[src/hw/rtl/assert_macros.svh]
`ifndef ASSERT_MACROS_SVH
`define ASSERT_MACROS_SVH

// concurrent checks, compiled out for synthesis
`ifndef SYNTHESIS
`define ASSERT_ALWAYS(label, clk, rst, cond) \
  label: assert property (@(posedge clk) disable iff (rst) (cond)) \
    else $error("assertion failed");
`define ASSERT_IMPLIES(label, clk, rst, pre, post) \
  label: assert property (@(posedge clk) disable iff (rst) (pre) |-> (post)) \
    else $error("assertion failed");
`else
`define ASSERT_ALWAYS(label, clk, rst, cond)
`define ASSERT_IMPLIES(label, clk, rst, pre, post)
`endif

`endif

[src/hw/rtl/ile_pkg.sv]
`timescale 1ns / 1ps

package ile_pkg;

  localparam int ILE_CAPACITY = 16;

  localparam int KIND_W      = 3;
  localparam int POS_W       = 4;
  localparam int WORD_W      = 32;
  localparam int STATUS_W    = 2;
  localparam int OUT_POS_W   = 4;
  localparam int OUT_COUNT_W = 5;
  localparam int IN_TDATA_W  = 40;
  localparam int OUT_TDATA_W = 48;

  localparam logic [KIND_W-1:0] K_APPEND = 3'd0;
  localparam logic [KIND_W-1:0] K_GET    = 3'd1;
  localparam logic [KIND_W-1:0] K_SET    = 3'd2;
  localparam logic [KIND_W-1:0] K_REMOVE = 3'd3;
  localparam logic [KIND_W-1:0] K_SEARCH = 3'd4;

  localparam logic [STATUS_W-1:0] ST_OK       = 2'd0;
  localparam logic [STATUS_W-1:0] ST_RANGE    = 2'd1;
  localparam logic [STATUS_W-1:0] ST_FULL     = 2'd2;
  localparam logic [STATUS_W-1:0] ST_NOTFOUND = 2'd3;

  // memory write port source
  localparam logic [1:0] WR_NONE   = 2'd0;
  localparam logic [1:0] WR_APPEND = 2'd1;
  localparam logic [1:0] WR_SET    = 2'd2;
  localparam logic [1:0] WR_SHIFT  = 2'd3;

  // pointer load source
  localparam logic [1:0] PTR_ZERO = 2'd0;
  localparam logic [1:0] PTR_POS  = 2'd1;
  localparam logic [1:0] PTR_POS1 = 2'd2;

  typedef struct packed {
    logic                capture;
    logic [1:0]          wr_sel;
    logic                count_inc;
    logic                count_dec;
    logic                ptr_load;
    logic [1:0]          ptr_src;
    logic                rd_issue;
    logic                st_load;
    logic [STATUS_W-1:0] st_val;
    logic                load_read_word;
    logic                load_found;
    logic                load_out;
  } cmd_t;

  typedef struct packed {
    logic [KIND_W-1:0] kind;
    logic              in_range;
    logic              full;
    logic              ptr_lt_count;
    logic              match;
    logic              out_free;
  } sts_t;

endpackage

[src/hw/rtl/ile_ctrl.sv]
`timescale 1ns / 1ps

module ile_ctrl import ile_pkg::*; (
  input  logic clk,
  input  logic rst,
  input  logic s_tvalid,
  output logic s_tready,
  input  sts_t sts,
  output cmd_t cmd
);

  localparam logic [2:0] S_IDLE   = 3'd0;
  localparam logic [2:0] S_DECODE = 3'd1;
  localparam logic [2:0] S_GET_RD = 3'd2;
  localparam logic [2:0] S_GET_WT = 3'd3;
  localparam logic [2:0] S_REM    = 3'd4;
  localparam logic [2:0] S_SRCH   = 3'd5;
  localparam logic [2:0] S_FINISH = 3'd6;

  logic [2:0] state;
  logic [2:0] state_next;
  logic       pend;

  always_ff @(posedge clk) begin
    if (rst) begin
      state <= S_IDLE;
      pend  <= 1'b0;
    end else begin
      state <= state_next;
      pend  <= cmd.rd_issue;
    end
  end

  always_comb begin
    cmd        = '0;
    s_tready   = 1'b0;
    state_next = state;
    unique case (state)
      S_IDLE: begin
        s_tready = 1'b1;
        if (s_tvalid) begin
          cmd.capture = 1'b1;
          state_next  = S_DECODE;
        end
      end
      S_DECODE: begin
        state_next = S_FINISH;
        unique case (sts.kind)
          K_APPEND: begin
            if (sts.full) begin
              cmd.st_load = 1'b1;
              cmd.st_val  = ST_FULL;
            end else begin
              cmd.wr_sel    = WR_APPEND;
              cmd.count_inc = 1'b1;
            end
          end
          K_GET: begin
            if (!sts.in_range) begin
              cmd.st_load = 1'b1;
              cmd.st_val  = ST_RANGE;
            end else begin
              cmd.ptr_load = 1'b1;
              cmd.ptr_src  = PTR_POS;
              state_next   = S_GET_RD;
            end
          end
          K_SET: begin
            if (!sts.in_range) begin
              cmd.st_load = 1'b1;
              cmd.st_val  = ST_RANGE;
            end else begin
              cmd.wr_sel = WR_SET;
            end
          end
          K_REMOVE: begin
            if (!sts.in_range) begin
              cmd.st_load = 1'b1;
              cmd.st_val  = ST_RANGE;
            end else begin
              cmd.ptr_load = 1'b1;
              cmd.ptr_src  = PTR_POS1;
              state_next   = S_REM;
            end
          end
          K_SEARCH: begin
            cmd.ptr_load = 1'b1;
            cmd.ptr_src  = PTR_ZERO;
            state_next   = S_SRCH;
          end
          default: begin
          end
        endcase
      end
      S_GET_RD: begin
        cmd.rd_issue = 1'b1;
        state_next   = S_GET_WT;
      end
      S_GET_WT: begin
        cmd.load_read_word = 1'b1;
        state_next         = S_FINISH;
      end
      S_REM: begin
        // read one entry ahead, write it one slot lower in the following cycle
        if (pend) begin
          cmd.wr_sel = WR_SHIFT;
        end
        if (sts.ptr_lt_count) begin
          cmd.rd_issue = 1'b1;
        end
        if (!pend && !sts.ptr_lt_count) begin
          cmd.count_dec = 1'b1;
          state_next    = S_FINISH;
        end
      end
      S_SRCH: begin
        if (pend && sts.match) begin
          cmd.load_found = 1'b1;
          state_next     = S_FINISH;
        end else begin
          if (sts.ptr_lt_count) begin
            cmd.rd_issue = 1'b1;
          end
          if (!pend && !sts.ptr_lt_count) begin
            cmd.st_load = 1'b1;
            cmd.st_val  = ST_NOTFOUND;
            state_next  = S_FINISH;
          end
        end
      end
      S_FINISH: begin
        if (sts.out_free) begin
          cmd.load_out = 1'b1;
          state_next   = S_IDLE;
        end
      end
      default: begin
        state_next = S_IDLE;
      end
    endcase
  end

endmodule

[src/hw/rtl/ile_dp.sv]
`timescale 1ns / 1ps
`include "assert_macros.svh"

module ile_dp import ile_pkg::*; #(
  parameter int CAPACITY = ILE_CAPACITY
) (
  input  logic                   clk,
  input  logic                   rst,
  input  logic [IN_TDATA_W-1:0]  s_tdata,
  input  logic [KIND_W-1:0]      s_tuser,
  input  logic                   cfg_valid,
  output logic                   cfg_ready,
  input  logic [WORD_W-1:0]      cfg_data,
  output logic                   m_tvalid,
  input  logic                   m_tready,
  output logic [OUT_TDATA_W-1:0] m_tdata,
  input  cmd_t                   cmd,
  output sts_t                   sts
);

  localparam int AW = $clog2(CAPACITY);
  localparam int CW = $clog2(CAPACITY + 1);
  localparam int MW = (CW > POS_W) ? CW : POS_W;

  logic [WORD_W-1:0]    mem [CAPACITY];
  logic [WORD_W-1:0]    rdata;
  logic [AW-1:0]        rd_addr;
  logic [CW-1:0]        ptr;
  logic [CW-1:0]        count;
  logic [WORD_W-1:0]    mask;

  logic [KIND_W-1:0]    req_kind;
  logic [POS_W-1:0]     req_pos;
  logic [WORD_W-1:0]    req_word;

  logic [STATUS_W-1:0]  res_status;
  logic [WORD_W-1:0]    res_read_word;
  logic [OUT_POS_W-1:0] res_found;

  logic                 out_valid;
  logic [STATUS_W-1:0]  out_status;
  logic [WORD_W-1:0]    out_read_word;
  logic [OUT_POS_W-1:0] out_found;
  logic [OUT_COUNT_W-1:0] out_count;
  logic                 out_empty;

  assign cfg_ready = 1'b1;

  always_ff @(posedge clk) begin
    if (rst) begin
      mask <= '1;
    end else if (cfg_valid) begin
      mask <= cfg_data;
    end
  end

  always_ff @(posedge clk) begin
    if (cmd.capture) begin
      req_kind      <= s_tuser;
      req_pos       <= s_tdata[POS_W-1:0];
      req_word      <= s_tdata[POS_W +: WORD_W];
      res_status    <= ST_OK;
      res_read_word <= '0;
      res_found     <= '0;
    end else begin
      if (cmd.st_load) begin
        res_status <= cmd.st_val;
      end
      if (cmd.load_read_word) begin
        res_read_word <= rdata;
      end
      if (cmd.load_found) begin
        res_found <= OUT_POS_W'(rd_addr);
      end
    end
  end

  always_ff @(posedge clk) begin
    if (rst) begin
      count <= '0;
    end else if (cmd.count_inc) begin
      count <= count + CW'(1);
    end else if (cmd.count_dec) begin
      count <= count - CW'(1);
    end
  end

  always_ff @(posedge clk) begin
    if (cmd.ptr_load) begin
      case (cmd.ptr_src)
        PTR_POS:  ptr <= CW'(req_pos);
        PTR_POS1: ptr <= CW'(req_pos) + CW'(1);
        default:  ptr <= '0;
      endcase
    end else if (cmd.rd_issue) begin
      ptr <= ptr + CW'(1);
    end
  end

  // single write port, single registered read port
  always_ff @(posedge clk) begin
    case (cmd.wr_sel)
      WR_APPEND: mem[count[AW-1:0]] <= req_word;
      WR_SET:    mem[AW'(req_pos)] <= req_word;
      WR_SHIFT:  mem[rd_addr - AW'(1)] <= rdata;
      default: begin
      end
    endcase
    if (cmd.rd_issue) begin
      rdata   <= mem[ptr[AW-1:0]];
      rd_addr <= ptr[AW-1:0];
    end
  end

  always_ff @(posedge clk) begin
    if (rst) begin
      out_valid <= 1'b0;
    end else if (cmd.load_out) begin
      out_valid <= 1'b1;
    end else if (m_tready) begin
      out_valid <= 1'b0;
    end
  end

  always_ff @(posedge clk) begin
    if (cmd.load_out) begin
      out_status    <= res_status;
      out_read_word <= res_read_word;
      out_found     <= res_found;
      out_count     <= OUT_COUNT_W'(count);
      out_empty     <= (count == '0);
    end
  end

  assign m_tvalid = out_valid;
  assign m_tdata  = {4'b0, out_empty, out_count, out_found, out_read_word, out_status};

  assign sts.kind         = req_kind;
  assign sts.in_range     = (MW'(req_pos) < MW'(count));
  assign sts.full         = (count == CW'(CAPACITY));
  assign sts.ptr_lt_count = (ptr < count);
  assign sts.match        = (((rdata ^ req_word) & mask) == '0);
  assign sts.out_free     = !out_valid || m_tready;

  `ASSERT_ALWAYS(a_count_bound, clk, rst, count <= CW'(CAPACITY))
  `ASSERT_IMPLIES(a_inc_not_full, clk, rst, cmd.count_inc, count != CW'(CAPACITY))
  `ASSERT_IMPLIES(a_dec_not_empty, clk, rst, cmd.count_dec, count != '0)
  `ASSERT_IMPLIES(a_load_out_free, clk, rst, cmd.load_out, !out_valid || m_tready)

endmodule

[src/hw/rtl/indexed_list_engine.sv]
`timescale 1ns / 1ps
// channel  dir  handshake                 payload
// s        in   s_tvalid / s_tready       s_tdata {word, position}, s_tuser kind
// m        out  m_tvalid / m_tready       m_tdata {is_empty, count, found_position,
//                                                  read_word, status}
// cfg      in   cfg_valid / cfg_ready     cfg_data match_mask
//
// one request at a time: accept, decode, then a read for get, a shift of the later
// entries for remove or a scan from index 0 for search, then result load;
// append, set, unknown kinds and refused requests go straight from decode to
// result load; search stops at the first match or at the end of the list
// rst (synchronous) empties the list and sets match_mask to all ones
// a waiting result blocks nothing; a stalled output only holds the last step

module indexed_list_engine import ile_pkg::*; #(
  parameter int CAPACITY = ILE_CAPACITY
) (
  input  logic                   clk,
  input  logic                   rst,
  input  logic                   s_tvalid,
  output logic                   s_tready,
  input  logic [IN_TDATA_W-1:0]  s_tdata,   // position[3:0], word[35:4], zero pad
  input  logic [KIND_W-1:0]      s_tuser,   // kind[2:0]
  output logic                   m_tvalid,
  input  logic                   m_tready,
  output logic [OUT_TDATA_W-1:0] m_tdata,   // status[1:0], read_word[33:2],
                                            // found_position[37:34], count[42:38],
                                            // is_empty[43], zero pad
  input  logic                   cfg_valid,
  output logic                   cfg_ready,
  input  logic [WORD_W-1:0]      cfg_data
);

  cmd_t cmd;
  sts_t sts;

  ile_ctrl u_ctrl (
    .clk      (clk),
    .rst      (rst),
    .s_tvalid (s_tvalid),
    .s_tready (s_tready),
    .sts      (sts),
    .cmd      (cmd)
  );

  ile_dp #(
    .CAPACITY (CAPACITY)
  ) u_dp (
    .clk       (clk),
    .rst       (rst),
    .s_tdata   (s_tdata),
    .s_tuser   (s_tuser),
    .cfg_valid (cfg_valid),
    .cfg_ready (cfg_ready),
    .cfg_data  (cfg_data),
    .m_tvalid  (m_tvalid),
    .m_tready  (m_tready),
    .m_tdata   (m_tdata),
    .cmd       (cmd),
    .sts       (sts)
  );

endmodule

[config.mk]
export PLATFORM = sky130hd
export DESIGN_NAME = indexed_list_engine
export DESIGN_NICKNAME = d
export VERILOG_FILES = /design/src/hw/rtl/ile_pkg.sv /design/src/hw/rtl/ile_ctrl.sv /design/src/hw/rtl/ile_dp.sv /design/src/hw/rtl/indexed_list_engine.sv
export VERILOG_INCLUDE_DIRS = /design/src /design/src/hw/rtl
export SDC_FILE = /design/constraint.sdc
export NUM_CORES = 1
export LEC_CHECK = 0
export BUFFER_PORTS_ARGS = -buffer_cell sky130_fd_sc_hd__buf_2
export CORE_MARGIN = 2
export CORE_UTILIZATION = 65
export DETAILED_ROUTE_END_ITERATION = 8
export GPL_TIMING_DRIVEN = 0
export MAX_ROUTING_LAYER = met4
export PLACE_DENSITY = 0.83
export SKIP_CTS_REPAIR_TIMING = 1
export SKIP_LAST_GASP = 1
export SLEW_MARGIN = 20
export SYNTH_ARGS = -nofsm -noshare
export SYNTH_HDL_FRONTEND = slang
export SYNTH_SLANG_ARGS = --single-unit
[constraint.sdc]
create_clock -name clk -period 13 [get_ports clk]
set_input_delay 1.3 -clock clk [delete_from_list [all_inputs] [get_ports clk]]
set_output_delay 1.3 -clock clk [all_outputs]
set_load 0.01 [all_outputs]
==> impl_metrics.py <==
metrics = {
    "outcome": {
        "outcome": "finished, final reports clean",
    },
    "grt": {
        "grt_pass1_wl_microns": 112000,
        "grt-ovfl-total": 0,
        "grt_use_total": 0.375,
        "antenna_found_initial": 0,
        "grt_pass1_vias": 16600,
        "grt_max_degree": 28,
    },
    "place": {
        "dp.cells": 2242,
        "place_congestion": 0.933,
        "dpl.hpwl_microns": 49200,
        "io_buffer_count": 119,
        "dpl-instance-area_sq_um": 29900,
    },
    "synthesis": {
        "ys.flop_type": "edfxtp_1",
        "yosysWarnings": 0,
        "synth_mux_area_frac": 0.133,
        "synth-edff-count": 636,
        "synth-async-reset-ratio": 0,
        "synth_top_family_by_area": "multiplexers",
        "syn_inst": 1482,
        "yosys.area_share.simple": 0.0510,
        "yosys.cell_types.count": 65,
        "syn-cell-area_sq_um": 27800,
        "seq_area_frac_synth": 0.744,
        "synth-xor-area-share": 0.0126,
        "ys_ff_latch": 716,
        "synth_compound_area_frac": 0.0365,
        "avgSynthCellArea_sq_um": 18.8,
        "synthAdderAreaFrac": 0.00746,
    },
    "power_and_ir_drop": {
        "vdd_drop_max_uv": 105,
        "power_density_nw_per_um2": 191,
        "finalPower_mw": 6.18,
        "total_leakage_power_nw": 11.1,
    },
    "clock_tree": {
        "cts.sinks": 716,
        "clk_pin_slew_ns": 0.06,
        "cts_max_level": 3,
        "cts_tree": "yes",
        "clk_latency_ns": 0.61,
        "root_buffer": "clkbuf_16",
        "numCtsBuffers": 69,
        "cts_buffer_depth": 3,
    },
    "setup_path": {
        "critPathArrivalTime_ns": 4.65,
        "cp_max_fo": 10,
        "required_ns": 13.30,
        "path_class": "reg2reg",
        "rrSetupSlack_ns": 8.65,
        "crit_path_end_kind": "flip-flop",
        "startpoint_type": "flip-flop",
    },
    "cells_and_area": {
        "final-instance-count-excl-fill": 2369,
        "nets": 1870,
        "antennaDiodeCount": 0,
        "multi_input_area_sq_um": 6810,
        "regArea_sq_um": 20700,
        "design_area_sq_um": 32300,
        "fillers": 2115,
        "area_growth_pct": 16.2,
        "drive_above_1_share": 0.301,
        "postLayoutCoreUtil": 0.767,
    },
    "timing": {
        "fin_crit_ns": 4.35,
        "drv_slew": 0,
        "setup_viol": 0,
        "tns_ns": 0,
        "post-route-period-util": 0.335,
        "finClkSkew_ns": 0.0244,
        "tightest_slew_ns": 1.16,
        "hold_viol": 0,
        "rsz0062_at_grt": "no",
        "fmax_ghz": 0.230,
        "maxSlewHeadroom": 0.229,
    },
    "die": {
        "die_h_microns": 211,
        "die_w_microns": 211,
        "core_sq_um": 42100,
        "io_pins": 131,
        "die_area_sq_um": 44500,
        "num_rows": 75,
        "start_util": 0.660,
    },
    "hold_path": {
        "min_path_type": "reg2reg",
    },
    "routing": {
        "drt_iter0_drc": 2545,
        "first_pass_iters": 5,
        "drc_errors": 0,
        "viasPerCell": 7.05,
        "wirelength_microns": 78600,
        "num_vias": 16700,
        "wl_per_cell_microns": 33.2,
        "postRouteAntennaNets": 0,
    },
    "job": {
        "cap_violations": 0,
    },
}
[Yosys cell counts (all sizes together) (3+ instances only)]
cell	n	area, sq um
buf	33	190
mux4	160	3600
nor3	12	60.1
a211o	33	289
mux2i	5	50.1
a22oi	17	128
or2	3	18.8
ha	15	188
nand2	171	642
mux2	4	45.0
dfxtp	80	1600
o221ai	3	38.8
o21ai	14	70.1
inv	14	52.6
nor2b	37	231
clkbuf	50	188
nor2	16	67.6
a21oi	54	289
and2	8	50.1
edfxtp	636	19100
nand4	5	31.3
nor4	12	90.1
nand2b	6	37.5
and3	5	31.3
nor3b	4	35.0
xnor2	4	35.0
nand3	11	55.1
xor2	36	315
[worst max-delay path, cell delays in order, from the launching register on]
cell and delay (ns):
dfxtp_1 0.51, inv_1 0.16, ha_1 0.32, a211o_1 0.31
a21oi_4 0.22, o211a_1 0.19, buf_6 0.15, mux2_2 0.41
nor4_2 0.84, buf_4 0.29, buf_2 0.24, buf_4 0.21
buf_4 0.20
[through the flow]
step / hold slack [ns] / worst slack, ns
global placement: 0.414 / 2.65
detailed placement: 0.418 / 8.86
floorplan: 0.402 / 7.20
finish: 0.430 / 8.65
global route: 0.447 / 8.56
CTS: 0.431 / 8.75
[placed cells by master, fill, tap and decap left out, drive strengths merged, types with 3 or more instances in the layout]
cell and count:
edfxtp 636, conb 5, nand2b 6, mux2 4, dfxtp 80, o21ai 14, o221ai 3, mux4 160
mux2i 5, nand2 171, and2 8, ha 15, a22oi 17, clkbuf 142, nor2 16, bufinv 10
a21oi 54, nor3 12, and3 5, or2 3, buf 249, nor2b 37, a211o 33, nor4 12
clkinv 23, nand3 11, nor3b 4, nand4 5, inv 17, xor2 36, xnor2 4
[registers in the layout, summed over array words and instances (netlist names)]
name                count
u_dp.mem              512
u_dp.mask              32
u_dp.out_read_word     32
u_dp.rdata             32
u_dp.req_word          32
u_dp.res_read_word     32
u_dp.count              5
u_dp.out_count          5
u_dp.ptr                5
u_dp.out_found          4
u_dp.rd_addr            4
u_dp.req_pos            4
u_dp.res_found          4
u_ctrl.state            3
u_dp.req_kind           3
u_dp.out_status         2
u_dp.res_status         2
u_ctrl.pend             1
u_dp.m_tvalid           1
u_dp.out_empty          1
[worst paths after layout]
kind,startpoint,end,depth (start not counted)
worst max-delay path,u_dp.count[1]$_SDFFE_PP0P_,u_dp.mem[12][13]$_DFFE_PP_,12
worst min-delay path,u_dp.res_read_word[21]$_SDFFE_PP0N_,u_dp.out_read_word[21]$_DFFE_PP_,0
worst max register to register,u_dp.count[1]$_SDFFE_PP0P_,u_dp.mem[12][13]$_DFFE_PP_,12
worst min register to register,u_dp.res_read_word[21]$_SDFFE_PP0N_,u_dp.out_read_word[21]$_DFFE_PP_,0
[power breakdown]
group | internal, mW | total [mW] | switching (mW) | leakage (nW)
sequential | 2.74 | 2.85 | 0.116 | 6.41
combinational | 0.473 | 1.19 | 0.718 | 3.49
clock | 1.26 | 2.14 | 0.875 | 1.18
total | 4.47 | 6.18 | 1.71 | 11.1
[logic make-up (layout without fill, tap and decap cells)]
kind of cell | count (synthesis) | after routing
mux | 169 | 169
simple gates | 298 | 298
buf+inv | 97 | 442
fa+ha+maj | 16 | 16
compound gates | 144 | 144
flops | 716 | 716
other cells | 2 | 5
xor+xnor | 40 | 40
[layout make-up]
class | instances | share of cell area
inverter | 14 | 0.00163
tap | 539 | 0.0209
multi-input combinational | 672 | 0.211
sequential | 716 | 0.640
clock inverter | 37 | 0.0142
clock buffer | 90 | 0.0601
timing repair buffer | 218 | 0.0406
buffer | 83 | 0.0119
[metal layers]
layer,vias up,global-route usage,wire length [microns]
li1,6477,-,-
met1,8337,0.460,26200
met2,1513,0.583,37500
met3,367,0.0919,9930
met4,0,0.206,4940
met5,-,-,0
No activity file was read; power rests on OpenSTA's default activity.
